## config.mk

```make
export PLATFORM = sky130hd
export DESIGN_NAME = pid_position_motor_drive_unit
export DESIGN_NICKNAME = d
export VERILOG_FILES = /design/src/pidpmd_pkg.sv /design/src/pid_position_motor_drive_unit.sv
export SDC_FILE = /design/constraint.sdc
export NUM_CORES = 2
export LEC_CHECK = 0
export BUFFER_PORTS_ARGS = -buffer_cell sky130_fd_sc_hd__buf_2
export CAP_MARGIN = 25
export CORE_UTILIZATION = 45
export DETAILED_ROUTE_END_ITERATION = 8
export PLACE_DENSITY = 0.59
export SLEW_MARGIN = 40
export SYNTH_ARGS = -nofsm -noshare
export SYNTH_HDL_FRONTEND = slang
export SYNTH_SLANG_ARGS = --single-unit
```

## constraint.sdc

```tcl
create_clock -name aclk -period 19 [get_ports aclk]
set_input_delay 2.85 -clock aclk [delete_from_list [all_inputs] [get_ports aclk]]
set_output_delay 2.85 -clock aclk [all_outputs]
set_load 0.1 [all_outputs]
```

## src/pidpmd_pkg.sv

```systemverilog
// shared widths, register indexes and reset values for the pid position motor drive
`timescale 1ns / 1ps
`default_nettype none
package pidpmd_pkg;

    localparam int POSITION_WIDTH = 16;
    localparam int SUM_WIDTH      = 32;
    localparam int ERR_W          = POSITION_WIDTH + 1;
    localparam int GAIN_W         = 10;
    localparam int LIMIT_W        = 10;
    localparam int BAND_W         = 8;
    localparam int COUNT_W        = 8;
    localparam int DRIVE_W        = SUM_WIDTH + GAIN_W + 2;
    localparam int CFG_IDX_W      = 3;
    localparam int CFG_DATA_W     = 10;

    typedef enum logic [CFG_IDX_W-1:0] {
        CFG_GAIN_P         = 3'd0,
        CFG_GAIN_I         = 3'd1,
        CFG_GAIN_D         = 3'd2,
        CFG_OUTPUT_LIMIT   = 3'd3,
        CFG_SETTLE_BAND    = 3'd4,
        CFG_SETTLE_TICKS   = 3'd5,
        CFG_STOP_ON_SETTLE = 3'd6
    } cfg_idx_t;

    localparam logic [GAIN_W-1:0]  GAIN_P_RESET         = 10'd100;
    localparam logic [GAIN_W-1:0]  GAIN_I_RESET         = 10'd0;
    localparam logic [GAIN_W-1:0]  GAIN_D_RESET         = 10'd0;
    localparam logic [LIMIT_W-1:0] OUTPUT_LIMIT_RESET   = 10'd512;
    localparam logic [BAND_W-1:0]  SETTLE_BAND_RESET    = 8'd5;
    localparam logic [COUNT_W-1:0] SETTLE_TICKS_RESET   = 8'd10;
    localparam logic               STOP_ON_SETTLE_RESET = 1'b1;

endpackage
`default_nettype wire

```

## src/pid_position_motor_drive_unit.sv

```systemverilog
// pid position controller with saturated drive, settle detection and stop-on-settle
//
// usage
//   input channel: s_valid/s_ready carry one control tick per beat: target and
//   measured encoder position plus a start_move flag that clears the loop state
//   before the tick is worked on
//   result channel: m_valid/m_ready carry one beat per tick: direction bits,
//   duty magnitude, in_band and settled
//   configuration: cfg_we writes cfg_data into the register named by cfg_index
//   (gains, drive limit, settle band, settle ticks, stop mode); write only when
//   no tick is in flight; unknown indexes are ignored
// timing
//   a beat taken on s_ passes through two registers (input register, then result
//   register) before it appears on m_; one beat per cycle sustained while m_ready
//   is high; the whole pid update, including the error sum, is combinational
//   between the two registers, so the next tick sees the updated loop state
// reset
//   aresetn low clears the valid flags of both register stages and the loop
//   state, and restores the register defaults
// back-pressure
//   while m_ready is low the result holds, the input register keeps its beat
//   and s_ready drops once it is full; no beat is lost
`timescale 1ns / 1ps
`default_nettype none
module pid_position_motor_drive_unit (
    input  wire logic                                      aclk,
    input  wire logic                                      aresetn,
    // configuration write port
    input  wire logic                                      cfg_we,
    input  wire logic [pidpmd_pkg::CFG_IDX_W-1:0]          cfg_index,
    input  wire logic [pidpmd_pkg::CFG_DATA_W-1:0]         cfg_data,
    // input channel
    input  wire logic                                      s_valid,
    output      logic                                      s_ready,
    input  wire logic signed [pidpmd_pkg::POSITION_WIDTH-1:0] s_target_position,
    input  wire logic signed [pidpmd_pkg::POSITION_WIDTH-1:0] s_current_position,
    input  wire logic                                      s_start_move,
    // result channel
    output      logic                                      m_valid,
    input  wire logic                                      m_ready,
    output      logic                                      m_drive_forward,
    output      logic                                      m_drive_reverse,
    output      logic [pidpmd_pkg::LIMIT_W-1:0]            m_duty,
    output      logic                                      m_in_band,
    output      logic                                      m_settled
);
    import pidpmd_pkg::*;

    // configuration registers
    logic [GAIN_W-1:0]  gain_p_reg, gain_i_reg, gain_d_reg;
    logic [LIMIT_W-1:0] output_limit_reg;
    logic [BAND_W-1:0]  settle_band_reg;
    logic [COUNT_W-1:0] settle_ticks_reg;
    logic               stop_on_settle_reg;

    // input register stage
    logic                             in_valid_reg;
    logic signed [POSITION_WIDTH-1:0] tgt_reg, cur_reg;
    logic                             start_reg;

    // loop state
    logic signed [SUM_WIDTH-1:0] error_sum_reg, error_sum_next;
    logic signed [ERR_W-1:0]     prev_error_reg, prev_error_next;
    logic [COUNT_W-1:0]          settle_count_reg, settle_count_next;
    logic                        move_done_reg, move_done_next;

    // result register stage
    logic               out_valid_reg;
    logic               fwd_reg, rev_reg, band_reg, settled_reg;
    logic [LIMIT_W-1:0] duty_reg;

    logic advance;

    // the input register drains into the result register when that one is free
    assign advance = in_valid_reg && (!out_valid_reg || m_ready);
    assign s_ready = !in_valid_reg || advance;

    // ---------------- configuration ----------------
    always_ff @(posedge aclk) begin
        if (!aresetn) begin
            gain_p_reg         <= GAIN_P_RESET;
            gain_i_reg         <= GAIN_I_RESET;
            gain_d_reg         <= GAIN_D_RESET;
            output_limit_reg   <= OUTPUT_LIMIT_RESET;
            settle_band_reg    <= SETTLE_BAND_RESET;
            settle_ticks_reg   <= SETTLE_TICKS_RESET;
            stop_on_settle_reg <= STOP_ON_SETTLE_RESET;
        end else if (cfg_we) begin
            case (cfg_index)
                CFG_GAIN_P:         gain_p_reg         <= cfg_data[GAIN_W-1:0];
                CFG_GAIN_I:         gain_i_reg         <= cfg_data[GAIN_W-1:0];
                CFG_GAIN_D:         gain_d_reg         <= cfg_data[GAIN_W-1:0];
                CFG_OUTPUT_LIMIT:   output_limit_reg   <= cfg_data[LIMIT_W-1:0];
                CFG_SETTLE_BAND:    settle_band_reg    <= cfg_data[BAND_W-1:0];
                CFG_SETTLE_TICKS:   settle_ticks_reg   <= cfg_data[COUNT_W-1:0];
                CFG_STOP_ON_SETTLE: stop_on_settle_reg <= cfg_data[0];
                default: ;
            endcase
        end
    end

    // ---------------- input register ----------------
    always_ff @(posedge aclk) begin
        if (!aresetn) begin
            in_valid_reg <= 1'b0;
        end else if (s_ready) begin
            in_valid_reg <= s_valid;
        end
    end

    always_ff @(posedge aclk) begin
        if (s_valid && s_ready) begin
            tgt_reg   <= s_target_position;
            cur_reg   <= s_current_position;
            start_reg <= s_start_move;
        end
    end

    // ---------------- tick datapath ----------------
    logic signed [ERR_W-1:0]     err;
    logic [ERR_W-1:0]            err_mag;
    logic                        band;
    logic [COUNT_W-1:0]          need;
    logic signed [SUM_WIDTH-1:0] sum_c;
    logic signed [ERR_W-1:0]     prev_c;
    logic [COUNT_W-1:0]          count_c, count_upd;
    logic                        done_c, hold, settle_now;
    logic signed [SUM_WIDTH:0]   sum_wide;
    logic signed [SUM_WIDTH-1:0] sum_sat;
    logic signed [ERR_W:0]       err_delta;
    logic signed [GAIN_W+ERR_W:0]       p_prod;
    logic signed [GAIN_W+SUM_WIDTH:0]   i_prod;
    logic signed [GAIN_W+ERR_W+1:0]     d_prod;
    logic signed [DRIVE_W-1:0]   drive_raw, lim_pos, lim_neg, drive_sat, drive, drive_abs;

    always_comb begin
        err     = ERR_W'(tgt_reg) - ERR_W'(cur_reg);
        err_mag = err[ERR_W-1] ? ERR_W'(-err) : ERR_W'(err);
        band    = err_mag <= ERR_W'(settle_band_reg);
        // a settle count of zero behaves as one
        need    = (settle_ticks_reg == '0) ? COUNT_W'(1) : settle_ticks_reg;

        // start_move clears the loop state ahead of this tick
        sum_c   = start_reg ? '0 : error_sum_reg;
        prev_c  = start_reg ? '0 : prev_error_reg;
        count_c = start_reg ? '0 : settle_count_reg;
        done_c  = start_reg ? 1'b0 : move_done_reg;

        hold = done_c && stop_on_settle_reg;

        // saturating in-band tick counter
        if (!band) begin
            count_upd = '0;
        end else if (count_c == {COUNT_W{1'b1}}) begin
            count_upd = count_c;
        end else begin
            count_upd = count_c + COUNT_W'(1);
        end
        settle_now = stop_on_settle_reg && (count_upd >= need);

        // saturating error sum
        sum_wide = {sum_c[SUM_WIDTH-1], sum_c} + (SUM_WIDTH+1)'(err);
        if (sum_wide[SUM_WIDTH] != sum_wide[SUM_WIDTH-1]) begin
            sum_sat = sum_wide[SUM_WIDTH] ? {1'b1, {(SUM_WIDTH-1){1'b0}}}
                                          : {1'b0, {(SUM_WIDTH-1){1'b1}}};
        end else begin
            sum_sat = sum_wide[SUM_WIDTH-1:0];
        end

        // exact pid sum, gains zero-extended to signed
        err_delta = (ERR_W+1)'(err) - (ERR_W+1)'(prev_c);
        p_prod    = $signed({1'b0, gain_p_reg}) * err;
        i_prod    = $signed({1'b0, gain_i_reg}) * sum_sat;
        d_prod    = $signed({1'b0, gain_d_reg}) * err_delta;
        drive_raw = DRIVE_W'(p_prod) + DRIVE_W'(i_prod) + DRIVE_W'(d_prod);

        lim_pos = $signed(DRIVE_W'(output_limit_reg));
        lim_neg = -lim_pos;
        if (drive_raw > lim_pos) begin
            drive_sat = lim_pos;
        end else if (drive_raw < lim_neg) begin
            drive_sat = lim_neg;
        end else begin
            drive_sat = drive_raw;
        end

        // defaults: motor stopped, state frozen
        error_sum_next    = sum_c;
        prev_error_next   = prev_c;
        settle_count_next = count_c;
        move_done_next    = done_c;
        drive             = '0;
        if (!hold) begin
            settle_count_next = count_upd;
            if (settle_now) begin
                move_done_next = 1'b1;
            end else begin
                error_sum_next  = sum_sat;
                prev_error_next = err;
                drive           = drive_sat;
            end
        end
        drive_abs = drive[DRIVE_W-1] ? -drive : drive;
    end

    // ---------------- loop state ----------------
    always_ff @(posedge aclk) begin
        if (!aresetn) begin
            error_sum_reg    <= '0;
            prev_error_reg   <= '0;
            settle_count_reg <= '0;
            move_done_reg    <= 1'b0;
        end else if (advance) begin
            error_sum_reg    <= error_sum_next;
            prev_error_reg   <= prev_error_next;
            settle_count_reg <= settle_count_next;
            move_done_reg    <= move_done_next;
        end
    end

    // ---------------- result register ----------------
    always_ff @(posedge aclk) begin
        if (!aresetn) begin
            out_valid_reg <= 1'b0;
        end else if (advance) begin
            out_valid_reg <= 1'b1;
        end else if (m_ready) begin
            out_valid_reg <= 1'b0;
        end
    end

    always_ff @(posedge aclk) begin
        if (advance) begin
            fwd_reg     <= !drive[DRIVE_W-1] && (drive != '0);
            rev_reg     <= drive[DRIVE_W-1];
            duty_reg    <= drive_abs[LIMIT_W-1:0];
            band_reg    <= band;
            settled_reg <= move_done_next || (settle_count_next >= need);
        end
    end

    assign m_valid         = out_valid_reg;
    assign m_drive_forward = fwd_reg;
    assign m_drive_reverse = rev_reg;
    assign m_duty          = duty_reg;
    assign m_in_band       = band_reg;
    assign m_settled       = settled_reg;

    // ---------------- assertions ----------------
    // a stalled result blocks the state update
    assert property (@(posedge aclk) disable iff (!aresetn)
        (out_valid_reg && !m_ready) |=> ($stable(error_sum_reg) && $stable(move_done_reg)))
        else $error("loop state changed while result stalled");

    // direction bits are exclusive on a delivered beat
    assert property (@(posedge aclk) disable iff (!aresetn)
        m_valid |-> !(m_drive_forward && m_drive_reverse))
        else $error("forward and reverse both set");

    // no direction means no duty
    assert property (@(posedge aclk) disable iff (!aresetn)
        (m_valid && !m_drive_forward && !m_drive_reverse) |-> (m_duty == '0))
        else $error("duty nonzero with motor stopped");

    // a held done in stop mode forces a stopped, settled result
    assert property (@(posedge aclk) disable iff (!aresetn)
        (advance && hold) |=> (m_settled && !m_drive_forward && !m_drive_reverse))
        else $error("held move not reported as stopped and settled");

endmodule
`default_nettype wire
```

Word-level counts from Yosys, hierarchy flattened:

Index checks and enable logic that the tools add are counted.

* flip-flop bits (word level): 164
* input port bits: 51
* output and inout port bits: 16
* word-level logic and storage cells: 92

* add/subtract/negate cells: 9
* multiply operators: 3
* $lt $le $gt $ge: 5
* eq/ne operators: 8
* muxes and demuxes: 24
* reduce and logical (&&, ||, !) cells: 22

Operators with widths (count)
* 44-bit two-way mux: 4
* 32-bit two-way mux: 5
* 17-bit two-way mux: 4
* 28-bit by 43-bit adder with 44-bit output: 1
* 44-bit by 29-bit adder with 44-bit output: 1
* 44-bit by 11-bit > comparator with 1-bit output: 1
* 44-bit less-than comparator: 1
* 10-bit negator with 44-bit output: 1
* 44-bit nonzero test: 1
* 11-bit by 32-bit multiplier with 43-bit output: 1
* 8-bit two-way mux: 5
* 32-bit by 17-bit adder with 33-bit output: 1
* 11-bit by 18-bit multiplier with 29-bit output: 1
* 11-bit by 17-bit multiplier with 28-bit output: 1
* 17-bit by 17-bit subtractor with 18-bit output: 1
* 17-bit by 8-bit less-or-equal comparator with 1-bit output: 1
* 17-bit negator: 1
* 16-bit by 16-bit subtractor with 17-bit output: 1
* 8-bit greater-or-equal comparator: 2
* 2-bit AND reduction: 7
* 10-bit two-way mux: 1
* 10-bit negator: 1
* 3-bit equality test (second input constant): 3
* 8-bit by 1-bit adder with 8-bit output (second input constant): 1
* other kinds (11): 24

Logic depth before layout (Yosys ltp):

* word-level depth: 14
* depth in mapped cells: 72
* mapped depth without buffers: 68

Worst setup path before layout:

No wires, ideal clock.

* path type: reg2reg
* from: register cur_reg[1]
* to: register duty_reg[8] (netlist: m_duty[8]), data pin
* library setup time: 0.265 ns
* arrival: 15.536 ns
* required time: 18.735 ns
* path slack: 3.199 ns
* cell stages (with the launch flop): 63
* path buffers: 6
* period minus slack after synthesis: 15.801 ns
* path through: edfxtp_1 -> inv_1 -> ha_1 -> nor2b_1 -> o21a_1 -> o21ai_0 -> a21oi_1 -> a211o_1 -> a2111o_1 -> and2_0 -> o311ai_0 -> clkbuf_1 -> ha_1 -> nand2_1 -> nand2_1 -> o41ai_2 -> nor3_1 -> a2111o_1 -> [27 not listed] -> o21ai_2 -> xor2_2 -> ha_1 -> a21o_1 -> a21o_1 -> a211oi_1 -> o21ai_1 -> nor2_1 -> a21oi_1 -> a21oi_1 -> clkbuf_1 -> mux2i_1 -> nor3_1 -> a31oi_1 -> ha_1 -> o2111a_1 -> mux2i_1 -> or3_1

* word-level cells in the longest chain between the ends: 14
* elaborated cells on any way between the ends: 25
* classes of those cells: add/sub: 7; mul: 3; order compare: 4; eq/ne: 1; mux: 9; reduce/logical: 1

RTL lines
* from (decl): line pid_position_motor_drive_unit.sv:58 `logic signed [POSITION_WIDTH-1:0] tgt_reg, cur_reg;`
* from (signal assigned): line pid_position_motor_drive_unit.sv:114 `cur_reg <= s_current_position;`
* 16-bit by 16-bit subtractor with 17-bit output *: line pid_position_motor_drive_unit.sv:137 `err = ERR_W'(tgt_reg) - ERR_W'(cur_reg);`
* 32-bit by 17-bit adder with 33-bit output: line pid_position_motor_drive_unit.sv:162 `sum_wide = {sum_c[SUM_WIDTH-1], sum_c} + (SUM_WIDTH+1)'(err);`
* 32-bit two-way mux / 1-bit inequality test (equally long branches): line pid_position_motor_drive_unit.sv:164, pid_position_motor_drive_unit.sv:163
* 32-bit two-way mux: line pid_position_motor_drive_unit.sv:163 `if (sum_wide[SUM_WIDTH] != sum_wide[SUM_WIDTH-1]) begin`
* 11-bit by 32-bit multiplier with 43-bit output: line pid_position_motor_drive_unit.sv:173 `i_prod = $signed({1'b0, gain_i_reg}) * sum_sat;`
* 28-bit by 43-bit adder with 44-bit output: line pid_position_motor_drive_unit.sv:175 `drive_raw = DRIVE_W'(p_prod) + DRIVE_W'(i_prod) + DRIVE_W'(d_prod);`
* 44-bit by 29-bit adder with 44-bit output: line pid_position_motor_drive_unit.sv:175
* 44-bit less-than comparator: line pid_position_motor_drive_unit.sv:181 `end else if (drive_raw < lim_neg) begin`
* 44-bit two-way mux: line pid_position_motor_drive_unit.sv:181
* 44-bit two-way mux: line pid_position_motor_drive_unit.sv:179 `if (drive_raw > lim_pos) begin`
* 44-bit two-way mux *: line pid_position_motor_drive_unit.sv:195 `if (settle_now) begin`
* 44-bit two-way mux *: line pid_position_motor_drive_unit.sv:193 `if (!hold) begin`
* 10-bit negator: line pid_position_motor_drive_unit.sv:203 `drive_abs = drive[DRIVE_W-1] ? -drive : drive;`
* 10-bit two-way mux *: line pid_position_motor_drive_unit.sv:203
* net drive_abs[8]: line pid_position_motor_drive_unit.sv:134 `logic signed [DRIVE_W-1:0] drive_raw, lim_pos, lim_neg, drive_sat, drive, drive_abs;`
* to (signal assigned): line pid_position_motor_drive_unit.sv:236 `duty_reg <= drive_abs[LIMIT_W-1:0];`
* to (decl): line pid_position_motor_drive_unit.sv:70 `logic [LIMIT_W-1:0] duty_reg;`

Mark *: on every way through the listed nets, which the timed path passes. The rest lies on a longest branch.
A chain may end at the register's enable or synchronous reset.

Worst setup path after layout:

Same ends and word-level chain as after synthesis.

==> flow_metrics.tcl <==
set metrics [dict create \
    ant_nets 0 \
    gp_congestion 0.893 \
    cts_buffers 17 \
    use_met1_pct 35.8 \
    fp.dieH_um 297 \
    leakagePower_nw 20.6 \
    clk_pin_slew_worst_paths_ns 0.08 \
    ys_seq_area_share_pct 9.59 \
    grt_max_degree 80 \
    required_ns 19.24 \
    initial_core_util_pct 45.7 \
    nets 5518 \
    worstMarginPinSlew_ns 0.869 \
    final_common_cell "inv_1" \
    synth_seq_cells 164 \
    relSlewSlack_pct 42.1 \
    synth-simple-area-share_pct 17.2 \
    detail_route.first_pass.iterations 5 \
    max_freq_mhz 57.4 \
    worst-setup-path-type "flop to flop" \
    drt-total-wl_um 111000 \
    first_global_vias 31300 \
    cts_htree_levels 4 \
    min_period_over_period_pct 91.8 \
    dpl_worst_slack_ns 1.53 \
    row_count 107 \
    ioPinCount 67 \
    async_reset_ff_share_pct 0 \
    grtUsageMet2_pct 43.2 \
    run_status "complete, no violations" \
    postSynthAreaPerCell_um2 8.87 \
    grt_pass1_wl_um 180000 \
    worstSetupEndpointType "flop" \
    cp_slowest_cell "fa_1" \
    crit_path_frequent_cell "fa_1" \
    dieWidth_um 297 \
    ys_warn_count 0 \
    skew_ns 0.0217 \
    r2r_slack_ns 1.56 \
    fin_ws_ns 1.56 \
    route.detailed.drc 0 \
    fin_crit_ns 17.44 \
    r2r_end "m_duty[8]" \
    synth.distinct_cells 102 \
    report.final.hold_viol_count 0 \
    vias 29800 \
    synthMuxAreaShare_pct 0.259 \
    portBuffers 66 \
    clockBufferDepth 2 \
    cts_setup_buffers 0 \
    synth_edf_count 47 \
    synth_compound_gate_area_share_pct 10.7 \
    routed_via_density 5.39 \
    critPathMaxStageDelay_ns 0.57 \
    hpwl_um 90400 \
    r2r-start "cur_reg[1]" \
    finalMaxSlewViolations 0 \
    crit_start "cur_reg[1]" \
    grt.met3_usage_pct 3.69 \
    largest_reg_flops 32 \
    rr_worst_depth 59 \
    cp_max_fo 30 \
    synth_nets 5558 \
    final_cell_mix "inv_1, fa_1, nand2_1, ha_1, and2_1" \
    finalSetupViolCount 0 \
    critPathCapture "m_duty[8]" \
    rsz0062_at_grt "false" \
    clkLatencyLatePin_ns 0.50 \
    synth-xor-area-share_pct 2.41 \
    cts_tree "done" \
    synth_top_family_by_area "adder cells" \
    busiest_layer "met2" \
    crit_path_start_kind "flop" \
    setup_tns_ns 0 \
    synth_area_mm2 0.0392 \
    synth_fa_ha_area_share_pct 49.6 \
    ir_worst_vdd_mv 0.195 \
    cts_root_buf "clkbuf_16" \
    syn2layout_area_growth_pct 5.75 \
    synthFlopType "dfxtp_1" \
    core_mm2 0.0857 \
    cts_sinks 164 \
    first_iter_violations 2110 \
    syn-instance-count 4415 \
    track_usage_pct 26.2 \
    crit_arrival_ns 17.67 \
    power_density_mw_per_mm2 180 \
    drive_above_1_share_pct 5.58 \
    overflow 0 \
    die_area_mm2 0.0882 \
    drv_cap 0 \
    wl_per_cell_um 20.0 \
    antenna_found_initial 6 \
    min_path_type "flop to flop" \
]
[area by class of cell]
class                           count  area, µm²
Clock inverter                     14        135
Inverter                          868       3260
Antenna cell                        3       7.51
Clock buffer                       18        429
Sequential cell                   164       3780
Fill cell                        8330      44300
Multi-Input combinational cell   3191      31500
Timing Repair Buffer              133        845
Tap cell                         1144       1430
[power by group]
group,leakage (nW),total (mW),switching (mW),internal (mW)
sequential,1.41,0.449,0.0258,0.423
combinational,18.9,6.64,4.21,2.43
clock,0.282,0.351,0.178,0.174
total,20.6,7.44,4.42,3.03
[logic make-up after synthesis]
group,count (synthesis)
flip-flops,164
XOR/XNOR,106
buffers and inverters,1060
AO/OA/AOI/OAI,590
adder cells (fa/ha/maj),1092
multiplexers,10
AND/OR/NAND/NOR,1393
[metal layers]
metal,vias up,routed length [µm]
met1,15200,48900
met2,765,52700
li1,13700,-
met4,0,3270
met3,106,5950
met5,-,0
[per-stage QoR]
| step | power [mW] | instance area [µm²] | std cells | hold WS (ns) | utilization (%) |
|---|---|---|---|---|---|
| 3_5_place_dp | 7.00 | 40800 | 5500 | 0.451 | 47.7 |
| 3_3_place_gp | 6.97 | 40700 | 5498 | 0.445 | 47.5 |
| 6_report | 7.44 | 41400 | 5535 | 0.464 | 48.3 |
| 5_1_grt | 8.22 | 41400 | 5533 | 0.483 | 48.3 |
| 4_1_cts | 7.43 | 41400 | 5532 | 0.470 | 48.3 |
| 2_1_floorplan | 5.28 | 39200 | 4415 | 0.434 | - |
[synthesized netlist by cell type, types with 26 or more instances]
master,n,area (µm²)
xnor2_1,79,692
a211oi_1,26,195
edfxtp_1,47,1410
o21a_1,29,218
nor2_1,121,454
and2_1,211,1320
clkbuf_1,156,586
ha_1,326,4080
nand2_1,656,2460
inv_1,867,3250
fa_1,766,15300
dfxtp_1,117,2340
buf_2,29,145
a21boi_0,60,450
and3_1,60,375
nand3_1,58,290
nor2b_1,98,613
a21oi_1,109,546
a21o_1,63,473
o21ai_0,81,405
nor3_1,44,220
nand2b_1,50,313
[critical path: cells and delay by family (launching register included)]
family                   cells  cell delay, ns
AO/OA/AOI/OAI               25            6.95
adder cells (fa/ha/maj)     14            5.73
AND/OR/NAND/NOR             11            2.25
buffers and inverters        6            1.30
flip-flops                   1            0.42
multiplexers                 2            0.31
XOR/XNOR                     1            0.20
[worst min-delay path by stage]
stage	from	endpoint	depth (start not counted)
floorplan	error_sum_reg[16]	error_sum_reg[16]	1
global placement	error_sum_reg[16]	error_sum_reg[16]	1
CTS	error_sum_reg[16]	error_sum_reg[16]	1
finish	settle_band_reg[4]	settle_band_reg[4]	2
global route	gain_d_reg[1]	gain_d_reg[1]	2
detailed placement	error_sum_reg[16]	error_sum_reg[16]	1
[what timing repair did]
action,4_1_cts,5_1_grt
hold buffers,0,0
endpoints found under the setup margin,0,1
resized for setup,0,1
hold endpoints to repair,0,0
(Power assumes the default switching activity.)
